===== config.mk =====
export PLATFORM = sky130hd
export DESIGN_NAME = led_grayscale_serial_loader
export DESIGN_NICKNAME = d
export VERILOG_FILES = /design/src/rtl/lgsl_pkg.sv /design/src/rtl/lgsl_ram.sv /design/src/rtl/lgsl_ctrl.sv /design/src/rtl/lgsl_dp.sv /design/src/rtl/led_grayscale_serial_loader.sv
export SDC_FILE = /design/constraint.sdc
export NUM_CORES = 1
export LEC_CHECK = 0
export BUFFER_PORTS_ARGS = -buffer_cell sky130_fd_sc_hd__buf_2
export CAP_MARGIN = 10
export CORE_ASPECT_RATIO = 0.5
export CORE_MARGIN = 3
export CORE_UTILIZATION = 57
export DETAILED_ROUTE_END_ITERATION = 12
export PLACE_DENSITY = 0.75
export RECOVER_POWER = 100
export SLEW_MARGIN = 10
export SYNTH_ARGS = -nofsm -noshare
export SYNTH_HDL_FRONTEND = slang
export SYNTH_SLANG_ARGS = --single-unit

===== constraint.sdc =====
create_clock -name clock -period 3.2 [get_ports clock]
set_input_delay 0.64 -clock clock [delete_from_list [all_inputs] [get_ports clock]]
set_output_delay 0.64 -clock clock [all_outputs]
set_load 0.03 [all_outputs]

===== src/rtl/lgsl_pkg.sv =====
// types and constants of the grayscale serial loader
package lgsl_pkg;

   // request codes
   localparam logic [1:0] REQ_WRITE = 2'd0;
   localparam logic [1:0] REQ_FILL  = 2'd1;
   localparam logic [1:0] REQ_START = 2'd2;
   localparam logic [1:0] REQ_TICK  = 2'd3;

   // chip geometry
   localparam int          CH_PER_CHIP   = 24;
   localparam int          GRAY_W        = 12;
   localparam logic [4:0]  LAST_CH       = 5'd23;
   localparam logic [3:0]  MSB_POS       = 4'd11;
   localparam logic [8:0]  BITS_PER_CHIP = 9'd288;

   // one request item
   typedef struct packed {
      logic [1:0]        req_type;
      logic              chip;
      logic [4:0]        channel;
      logic [GRAY_W-1:0] gray_value;
   } req_item_type;

   // one result item
   typedef struct packed {
      logic       serial_data;
      logic       shift_strobe;
      logic [1:0] latch_mask;
      logic       busy_res;
   } rsp_item_type;

   // controller to datapath commands
   typedef struct packed {
      logic capture;
      logic exec;
      logic fill_step;
      logic rd_issue;
      logic shift_emit;
   } lgsl_cmd_type;

   // datapath to controller status
   typedef struct packed {
      logic [1:0] req_type;
      logic       fill_ok;
      logic       fill_last;
      logic       tick_shift;
   } lgsl_status_type;

endpackage


===== src/rtl/lgsl_ram.sv =====
// generic single-write, registered-read ram
module lgsl_ram #(
   parameter int WIDTH = 12,
   parameter int DEPTH = 48
) (
   input  logic                     clock,
   input  logic                     we,
   input  logic [$clog2(DEPTH)-1:0] waddr,
   input  logic [WIDTH-1:0]         wdata,
   input  logic [$clog2(DEPTH)-1:0] raddr,
   output logic [WIDTH-1:0]         rdata
);

   logic [WIDTH-1:0] mem_ff [DEPTH];
   logic [WIDTH-1:0] rdata_ff;

   // write port and registered read port
   always_ff @(posedge clock) begin
      if (we) begin
         mem_ff[waddr] <= wdata;
      end
      rdata_ff <= mem_ff[raddr];
   end

   assign rdata = rdata_ff;

endmodule


===== src/rtl/lgsl_ctrl.sv =====
// controller state machine of the grayscale serial loader
module lgsl_ctrl (
   input  logic                     clock,
   input  logic                     reset,
   input  logic                     start,
   input  lgsl_pkg::lgsl_status_type status,
   output logic                     busy,
   output lgsl_pkg::lgsl_cmd_type   cmd
);
   import lgsl_pkg::*;

   localparam logic [1:0] S_IDLE = 2'd0;
   localparam logic [1:0] S_EXEC = 2'd1;
   localparam logic [1:0] S_FILL = 2'd2;
   localparam logic [1:0] S_READ = 2'd3;

   logic [1:0] state_ff;
   logic [1:0] state_in;

   // next state and commands
   always_comb begin
      state_in = state_ff;
      cmd      = '0;
      unique case (state_ff)
         S_IDLE: begin
            if (start) begin
               cmd.capture = 1'b1;
               state_in    = S_EXEC;
            end
         end
         S_EXEC: begin
            if (status.req_type == REQ_FILL && status.fill_ok) begin
               state_in = S_FILL;
            end else if (status.req_type == REQ_TICK && status.tick_shift) begin
               cmd.rd_issue = 1'b1;
               state_in     = S_READ;
            end else begin
               cmd.exec = 1'b1;
               state_in = S_IDLE;
            end
         end
         S_FILL: begin
            cmd.fill_step = 1'b1;
            if (status.fill_last) begin
               state_in = S_IDLE;
            end
         end
         S_READ: begin
            cmd.shift_emit = 1'b1;
            state_in       = S_IDLE;
         end
         default: begin
            state_in = S_IDLE;
         end
      endcase
   end

   // state register
   always_ff @(posedge clock) begin
      if (reset) begin
         state_ff <= S_IDLE;
      end else begin
         state_ff <= state_in;
      end
   end

   assign busy = (state_ff != S_IDLE);

endmodule


===== src/rtl/lgsl_dp.sv =====
// datapath of the grayscale serial loader: store, flags, counters, result register
module lgsl_dp #(
   parameter int CHIPS = 2
) (
   input  logic                      clock,
   input  logic                      reset,
   input  lgsl_pkg::req_item_type    req_data,
   input  lgsl_pkg::lgsl_cmd_type    cmd,
   output lgsl_pkg::lgsl_status_type status,
   output logic                      rsp_valid,
   output lgsl_pkg::rsp_item_type    rsp_data
);
   import lgsl_pkg::*;

   localparam int DEPTH = CHIPS * CH_PER_CHIP;
   localparam int AW    = $clog2(DEPTH);
   localparam int CW    = (CHIPS > 1) ? $clog2(CHIPS) : 1;
   localparam logic [AW-1:0] CH_STRIDE = AW'(CH_PER_CHIP);

   req_item_type      req_ff, req_in;
   logic              sending_ff, sending_in;
   logic [CW-1:0]     cur_ff, cur_in;
   logic [8:0]        bit_count_ff, bit_count_in;
   logic [4:0]        ch_ff, ch_in;
   logic [3:0]        bp_ff, bp_in;
   logic [4:0]        fill_count_ff, fill_count_in;
   logic [CHIPS-1:0]  pending_ff, pending_in;
   logic [DEPTH-1:0]  valid_ff;
   logic              rd_ok_ff, rd_ok_in;
   logic              rsp_valid_ff, rsp_valid_in;
   rsp_item_type      rsp_ff, rsp_in;

   logic              chip_ok;
   logic              write_ok;
   logic [CW-1:0]     req_chip;
   logic [AW-1:0]     wr_addr;
   logic [AW-1:0]     fill_addr;
   logic [AW-1:0]     rd_addr;
   logic              we;
   logic [AW-1:0]     waddr;
   logic [GRAY_W-1:0] rdata;
   logic [GRAY_W-1:0] word;
   logic [CW-1:0]     first_pend;
   logic [CW-1:0]     next_pend;
   logic              next_found;

   // request checks and addresses
   assign chip_ok   = (CHIPS > 1) || (req_ff.chip == 1'b0);
   assign write_ok  = !sending_ff && chip_ok && (req_ff.channel <= LAST_CH);
   assign req_chip  = CW'(req_ff.chip);
   assign wr_addr   = AW'(req_ff.chip) * CH_STRIDE + AW'(req_ff.channel);
   assign fill_addr = AW'(req_ff.chip) * CH_STRIDE + AW'(fill_count_ff);
   assign rd_addr   = AW'(cur_ff) * CH_STRIDE + AW'(ch_ff);
   assign word      = rd_ok_ff ? rdata : '0;

   // lowest pending chip, and lowest pending chip above the current one
   always_comb begin
      first_pend = '0;
      next_pend  = '0;
      next_found = 1'b0;
      for (int i = CHIPS - 1; i >= 0; i--) begin
         if (pending_ff[i]) begin
            first_pend = CW'(i);
            if (CW'(i) > cur_ff) begin
               next_pend  = CW'(i);
               next_found = 1'b1;
            end
         end
      end
   end

   // next values of all state
   always_comb begin
      req_in        = req_ff;
      sending_in    = sending_ff;
      cur_in        = cur_ff;
      bit_count_in  = bit_count_ff;
      ch_in         = ch_ff;
      bp_in         = bp_ff;
      fill_count_in = fill_count_ff;
      pending_in    = pending_ff;
      rd_ok_in      = rd_ok_ff;
      rsp_valid_in  = 1'b0;
      rsp_in        = '0;
      we            = 1'b0;
      waddr         = wr_addr;

      if (cmd.capture) begin
         req_in = req_data;
      end

      // requests finished in the exec state, and ignored ones
      if (cmd.exec) begin
         rsp_valid_in = 1'b1;
         unique case (req_ff.req_type)
            REQ_WRITE: begin
               if (write_ok) begin
                  we                   = 1'b1;
                  pending_in[req_chip] = 1'b1;
               end
            end
            REQ_START: begin
               if (!sending_ff && (|pending_ff)) begin
                  sending_in   = 1'b1;
                  cur_in       = first_pend;
                  bit_count_in = '0;
                  ch_in        = LAST_CH;
                  bp_in        = MSB_POS;
               end
            end
            REQ_TICK: begin
               // only reached with all bits of the chip sent: latch it
               if (sending_ff) begin
                  if (cur_ff == CW'(0)) begin
                     rsp_in.latch_mask = 2'b01;
                  end else if (cur_ff == CW'(1)) begin
                     rsp_in.latch_mask = 2'b10;
                  end
                  pending_in[cur_ff] = 1'b0;
                  bit_count_in       = '0;
                  ch_in              = LAST_CH;
                  bp_in              = MSB_POS;
                  if (next_found) begin
                     cur_in = next_pend;
                  end else begin
                     sending_in = 1'b0;
                     cur_in     = '0;
                  end
               end
            end
            default: begin
            end
         endcase
         rsp_in.busy_res = sending_in;
      end

      // fill one channel a cycle
      if (cmd.fill_step) begin
         we    = 1'b1;
         waddr = fill_addr;
         if (fill_count_ff == LAST_CH) begin
            fill_count_in        = '0;
            pending_in[req_chip] = 1'b1;
            rsp_valid_in         = 1'b1;
            rsp_in.busy_res      = sending_ff;
         end else begin
            fill_count_in = fill_count_ff + 5'd1;
         end
      end

      // word read is under way, note whether the entry was ever written
      if (cmd.rd_issue) begin
         rd_ok_in = valid_ff[rd_addr];
      end

      // shift one bit out
      if (cmd.shift_emit) begin
         rsp_valid_in        = 1'b1;
         rsp_in.serial_data  = word[bp_ff];
         rsp_in.shift_strobe = 1'b1;
         rsp_in.busy_res     = sending_ff;
         bit_count_in        = bit_count_ff + 9'd1;
         if (bp_ff == 4'd0) begin
            bp_in = MSB_POS;
            ch_in = ch_ff - 5'd1;
         end else begin
            bp_in = bp_ff - 4'd1;
         end
      end
   end

   // control state
   always_ff @(posedge clock) begin
      if (reset) begin
         sending_ff    <= 1'b0;
         cur_ff        <= '0;
         bit_count_ff  <= '0;
         ch_ff         <= LAST_CH;
         bp_ff         <= MSB_POS;
         fill_count_ff <= '0;
         pending_ff    <= '0;
         valid_ff      <= '0;
         rsp_valid_ff  <= 1'b0;
      end else begin
         sending_ff    <= sending_in;
         cur_ff        <= cur_in;
         bit_count_ff  <= bit_count_in;
         ch_ff         <= ch_in;
         bp_ff         <= bp_in;
         fill_count_ff <= fill_count_in;
         pending_ff    <= pending_in;
         rsp_valid_ff  <= rsp_valid_in;
         if (we) begin
            valid_ff[waddr] <= 1'b1;
         end
      end
   end

   // payload registers
   always_ff @(posedge clock) begin
      req_ff   <= req_in;
      rd_ok_ff <= rd_ok_in;
      rsp_ff   <= rsp_in;
   end

   // grayscale store
   lgsl_ram #(
      .WIDTH(GRAY_W),
      .DEPTH(DEPTH)
   ) u_ram (
      .clock(clock),
      .we   (we),
      .waddr(waddr),
      .wdata(req_ff.gray_value),
      .raddr(rd_addr),
      .rdata(rdata)
   );

   // status toward the controller
   assign status.req_type   = req_ff.req_type;
   assign status.fill_ok    = !sending_ff && chip_ok;
   assign status.fill_last  = (fill_count_ff == LAST_CH);
   assign status.tick_shift = sending_ff && (bit_count_ff != BITS_PER_CHIP);

   assign rsp_valid = rsp_valid_ff;
   assign rsp_data  = rsp_ff;

endmodule


===== src/rtl/led_grayscale_serial_loader.sv =====
// top level of the grayscale serial loader for chained 24-channel LED drivers
//
//   channel    handshake          payload
//   request    start / busy       req_data  (req_type, chip, channel, gray_value)
//   result     rsp_valid strobe   rsp_data  (serial_data, shift_strobe, latch_mask, busy_res)
//
// busy rises in the cycle after an item is taken; the result strobe comes in the
// first cycle with busy low again, and a new item may be taken in that same cycle.
// writes, starts, latching ticks and ignored items are finished in the exec state; a
// shifting tick also passes the read state (registered read of the grayscale ram);
// a fill also passes the fill state, one ram write per channel over the single write port.
// reset is synchronous; all entries read as zero until written (valid bits).
// the result strobe cannot be held off.
module led_grayscale_serial_loader #(
   parameter int CHIPS = 2
) (
   input  logic                   clock,
   input  logic                   reset,
   input  logic                   start,
   output logic                   busy,
   input  lgsl_pkg::req_item_type req_data,
   output logic                   rsp_valid,
   output lgsl_pkg::rsp_item_type rsp_data
);
   import lgsl_pkg::*;

   lgsl_cmd_type    cmd;
   lgsl_status_type status;

   // sequencing
   lgsl_ctrl u_ctrl (
      .clock (clock),
      .reset (reset),
      .start (start),
      .status(status),
      .busy  (busy),
      .cmd   (cmd)
   );

   // storage and bit shifting
   lgsl_dp #(
      .CHIPS(CHIPS)
   ) u_dp (
      .clock    (clock),
      .reset    (reset),
      .req_data (req_data),
      .cmd      (cmd),
      .status   (status),
      .rsp_valid(rsp_valid),
      .rsp_data (rsp_data)
   );

endmodule


# Word-level counts from Yosys, hierarchy flattened
# Memory sizes are Yosys's and may differ from the RTL's. A register that Yosys moved wholly into a read port is not among the register bits.
# Index checks and enable logic that the tools add are counted.
# W data, S select, Z words.
word_totals:
  ff_bits: 104
  latchBits: 0
  mem_bits_rw: 576
  romBits: 0
  input_bits: 23
  out_inout_bits: 7
  word_cells: 163
  memories: 1
mem_list:
  columns: ["memory", "words", "width", "read_ports", "rd_clocked_by_memory_dff", "write_ports", "line_no", "rtl"]
  rows:
  - ["u_dp.u_ram.mem_ff", 48, 12, 1, 1, 1, "lgsl_ram.sv:14", "logic [WIDTH-1:0] mem_ff [DEPTH];"]
classes:
  add_sub_neg: 7
  n_mul: 2
  div: 0
  magnitude_cmp: 11
  n_eq_ne: 14
  n_shift: 0
  mux: 83
  bitwise: 5
  reduce_logical: 21
ops:
  columns: ["cell", "n"]
  rows:
  - ["$or A48 B48 Y48", 1]
  - ["$mux W1", 44]
  - ["$mux W9", 4]
  - ["$mux W5", 6]
  - ["$mux W2", 10]
  - ["$mux W4", 5]
  - ["$add A6 B5 Y6", 3]
  - ["$pmux W9 S2", 1]
  - ["$lt A6 B7 Y1 const B", 2]
  - ["$mux W12", 1]
  - ["$pmux W5 S2", 1]
  - ["$add A9 B1 Y9 const B", 1]
  - ["$ne A9 B9 Y1 const B", 1]
  - ["$eq A2 B2 Y1 const B", 4]
  - ["$logic_and A1 B1 Y1", 8]
  - ["$pmux W2 S4", 1]
  - ["$pmux W4 S2", 1]
  - ["$reduce_and A4 Y1", 2]
  - ["$bmux W1 S6", 1]
  - ["$demux W1 S6", 1]
  - ["$ge A6 B1 Y1 const B", 1]
  - ["$mul A1 B2 Y3 const B", 2]
  - ["$mux W6", 1]
  - ["$ne A3 B2 Y1 const B", 2]
  - ["27 further kinds", 39]

# Longest topological paths before layout
depth:
  ltp_word: 12
  ltp_mapped: 13
  ltp_nobuf: 10

# Hierarchy
# A second synthesis with hierarchy kept.
hier_totals:
  hier_cells: 1614
  hier_area_um2: 27563.9
by_module_without_submodules:
  columns: ["module", "instances", "cells_each", "area_each_um2", "seq_area_each_um2"]
  rows:
  - ["lgsl_ram", 1, 1145, 22893.2, 17536.8]
  - ["lgsl_dp", 1, 451, 4524.3, 2252.2]
  - ["lgsl_ctrl", 1, 18, 146.4, 40.0]

# Worst setup path after synthesis
# Ideal clock, no wire load.
synth_path:
  kind: "register to register"
  startpoint: "register u_ctrl.state_ff[1]"
  endpoint: "memory u_dp.u_ram.mem_ff[5][0] (enable)"
  setup_ns: 0.399
  t_arrival_ns: 3.055
  t_required_ns: 2.801
  path_slack_ns: -0.254
  stages_incl_launch_ff: 12
  n_path_buf: 2
  synth_period_minus_slack_ns: 3.454
  cell_sequence: "dfxtp_1 nor2b_1 buf_2 nand2_1 nand2_1 ha_1 inv_1 fa_1 clkbuf_1 nand2_1 or2_2 nor3_1"
synth_between:
  elab_chain_len: 6
  elab_cells_between_ends: 9
  cone_classes: "2 x eq/ne; 7 x mux"
synth_lines:
  columns: ["element", "line_no", "rtl"]
  rows:
  - ["start, declared", "lgsl_ctrl.sv:17", "logic [1:0] state_ff;"]
  - ["start signal, assigned", "lgsl_ctrl.sv:63", "state_ff <= state_in;"]
  - ["$eq A2 B1 Y1", "lgsl_ctrl.sv:24", "unique case (state_ff)"]
  - ["$mux W1", "lgsl_ctrl.sv:24", null]
  - ["$mux W1", "lgsl_dp.sv:93", "if (cmd.exec) begin"]
  - ["$mux W1", "lgsl_dp.sv:138", "if (cmd.fill_step) begin"]
  - ["$mux W1", "lgsl_ram.sv:19", "if (we) begin"]
  - ["$mux W1 (implied by the code)", "lgsl_ram.sv:20", "mem_ff[waddr] <= wdata;"]
  - ["end, declared", "lgsl_ram.sv:14", null]
# Parallel ways exist; a longest one is shown, timed or not.

# Worst setup path after layout
layout_path:
  startpoint: "register u_ctrl.state_ff[0]"
  endpoint: "memory u_dp.u_ram.mem_ff[25][7] (enable)"
# Same word-level chain as after synthesis.

==> impl_metrics.tcl <==
set metrics [dict create \
    clk_pin_slew_ns 0.07 \
    syn2layout_area_growth_pct 11.30 \
    yosysWarnings 0 \
    drt_iter0_drc 2282 \
    drv_cap 3 \
    grt.overflow.total 0 \
    synth.top_cell.area_share 0.6551 \
    antenna_left 0 \
    initial_utilization 0.5804 \
    violations "capacitance limit, slew limit" \
    finalSetupViolCount 0 \
    reg2regPathDepth 10 \
    grt_pass1_vias 15350 \
    wl_per_cell_um 27.77 \
    syn-num-nets 1693 \
    coreArea_um2 47160 \
    synthCells 1657 \
    period_minus_slack_ns 3.034 \
    die-area_um2 50840 \
    power.density_nw_per_um2 574.5 \
    hold-path-cell-count 1 \
    first_pass_iters 6 \
    synth.mux.area_fraction 0.1200 \
    antenna_found_initial 0 \
    grt_max_degree 73 \
    drive_gt1_frac 0.1651 \
    die_w_um 315.9 \
    rsz0062_at_grt "no" \
    ys_seq_elements 692 \
    max_freq_ghz 0.3296 \
    grt_first_pass_wirelength_um 100200 \
    synth_simple_gate_area_frac 0.05248 \
    via_per_inst 6.504 \
    grt_usage 0.2676 \
    cts-buffers-inserted 56 \
    slew_headroom -0.7274 \
    tightest_slew_ns 2.591 \
    clock_skew_ns 0.01967 \
    path_max_fanout 12 \
    vias 15850 \
    rows 56 \
    io_buffer_count 29 \
    synth_flop_cell "edfxtp_1" \
    fin_nets 1789 \
    finalWirelength_um 67670 \
    critPathKind "reg -> reg" \
    end_kind "register" \
    syn_area_um2 27370 \
    cp.arrival_ns 3.36 \
    cts_max_path_buffers 3 \
    cts-root-buf "clkbuf_16" \
    ir_drop_mv 0.3590 \
    h-tree-depth 2 \
    num_io_pins 30 \
    clk_latency_ns 0.59 \
    antenna_cells 0 \
    fill_cells 3182 \
    synth_top_family_by_area "multiplexers" \
    yosys.area.top_type "edfxtp_1" \
    post_cts_buffers 0 \
    dp_hpwl_um 41760 \
    async_reset_ff_frac 0 \
    synth_xor_area_frac 0.001920 \
    dp.cells 2333 \
    synthAdderAreaFrac 0.006492 \
    chipHeight_um 160.9 \
    leakage_nw 11.22 \
    synth_area_leaders "edfxtp_1, mux2i_1, dfxtp_1" \
    yosysSeqAreaShare 0.7245 \
    status "finished, violations left" \
    cts.sinks 692 \
    gp_congestion 0.9042 \
    final_cells 2437 \
    tritoncts "built" \
    tns_ns 0 \
    startpoint_type "register" \
    drc 0 \
    cts_resized 0 \
    min_period_over_period 0.9481 \
    hold_viol 0 \
    synth_cell_type_count 76 \
    cp_data_required_time_ns 3.53 \
    drv_slew 147 \
    synth_edf_count 597 \
    hold_buffers 0 \
    synth-compound-area-share 0.07434 \
    synth_area_per_cell_um2 16.52 \
    min_path_type "in -> reg" \
]
==> cells by family after synthesis <==
group	Yosys count
buffers and inverters	116
AO/OA/AOI/OAI	279
flip-flops	692
multiplexers	272
AND/OR/NAND/NOR	279
adder cells (fa/ha/maj)	13
XOR/XNOR	6
==> critical path: stages (launching register included) <==
cell	delay, ns
dfxtp_1	0.40
nand2b_1	0.19
nand2_1	0.07
nand2_1	0.07
ha_1	0.14
inv_1	0.05
fa_1	0.53
buf_4	0.18
or2_0	0.73
nor2_1	0.16
clkbuf_2	0.23
==> synth_stat cells, drive strengths merged, types with 3 or more instances <==
| cell type | count |
|---|---|
| nor4b | 3 |
| o31ai | 3 |
| mux2i | 201 |
| nor3 | 23 |
| nand3 | 20 |
| a22oi | 52 |
| and3 | 7 |
| or2 | 16 |
| a21oi | 64 |
| a31oi | 15 |
| a32oi | 12 |
| a211oi | 13 |
| o2bb2ai | 24 |
| nand2 | 57 |
| xor2 | 4 |
| nand2b | 7 |
| inv | 18 |
| dfxtp | 95 |
| o21a | 4 |
| nor2b | 18 |
| buf | 56 |
| ha | 11 |
| and2 | 6 |
| nor3b | 5 |
| nor4 | 6 |
| or3 | 3 |
| nand4 | 5 |
| edfxtp | 597 |
| o22ai | 13 |
| mux4 | 42 |
| mux2 | 29 |
| nand3b | 6 |
| nor2 | 86 |
| o2111ai | 12 |
| o221ai | 24 |
| a22o | 15 |
| clkbuf | 40 |
| o21ai | 12 |
==> path summary, 6_finish.rpt <==
check / startpoint / to / slack [ns]
worst max register to register: u_ctrl.state_ff[0]$_SDFFE_PP0P_ / u_dp.u_ram.mem_ff[25][7]$_DFFE_PP_ / 0.17
worst min register to register: u_dp.valid_ff[4]$_SDFFE_PP0N_ / u_dp.valid_ff[4]$_SDFFE_PP0N_ / 0.47
worst min-delay path: req_data[15] / u_dp.req_ff[15]$_DFFE_PP_ / 0.22
worst max-delay path: u_ctrl.state_ff[0]$_SDFFE_PP0P_ / u_dp.u_ram.mem_ff[25][7]$_DFFE_PP_ / 0.17
==> registers in the layout, summed over array words and instances (netlist names) <==
register	cells
u_dp.ch_ff	5
u_dp.u_ram.rdata	12
u_dp.rd_ok_ff	1
u_dp.rsp_data	5
u_dp.status	2
u_dp.rsp_valid	1
u_dp.pending_ff	2
u_dp.sending_ff	1
u_dp.req_ff	17
u_dp.fill_count_ff	5
u_dp.valid_ff	48
u_dp.cur_ff	1
u_ctrl.state_ff	2
u_dp.req_chip	1
u_dp.u_ram.mem_ff	576
u_dp.bit_count_ff	9
u_dp.bp_ff	4
==> final cells by class <==
| type | count | area, µm² | area share |
|---|---|---|---|
| inverters | 19 | 71.32 | 0.002341 |
| repair buffers | 135 | 845.8 | 0.02777 |
| clock inverters | 25 | 354.1 | 0.01163 |
| clock buffers | 79 | 1570 | 0.05155 |
| multi-input cells | 849 | 6987 | 0.2294 |
| well taps | 638 | 798.3 | 0.02621 |
| flip-flops and latches | 692 | 19830 | 0.6511 |
==> cells in the final DEF, fill, tap and decap left out, types with 24 or more instances in the layout <==
master	count
nor2_1	78
clkbuf_16	58
buf_4	41
buf_2	27
clkbuf_2	41
mux4_2	42
clkbuf_1	33
dfxtp_1	94
mux2i_1	201
o221ai_1	24
edfxtp_1	597
nand2_1	57
a22oi_1	52
o2bb2ai_1	24
mux2_2	28
a21oi_1	62
==> power by group <==
part           internal [mW]  switching [mW]  total [mW]
clock                   4.15            3.07        7.22
combinational         0.0627           0.352       0.414
sequential              9.85          0.0140        9.86
==> through the flow <==
step                total power, mW  worst slack [ns]  cell area [µm²]  hold WS [ns]    util
global route                  17.96           0.02522            30460        0.2023  0.6459
finish                        17.50            0.1662            30460        0.2166  0.6459
CTS                           17.57            0.2119            30660        0.1989  0.6502
detailed placement            10.47            0.2444            28740        0.4472  0.6094
global placement              10.46            0.2965            28740        0.4410  0.6094
floorplan                     10.25           -0.1129            27410        0.4271       -
==> layer usage <==
metal	vias to the layer above	part of all wire	GRT usage
met1	8070	0.41	0.3959
met5	-	0	0
met4	0	0.023	0.06676
met2	906	0.46	0.4136
met3	116	0.10	0.05287
li1	6759	-	-
Power figures use the tool's default switching activity.
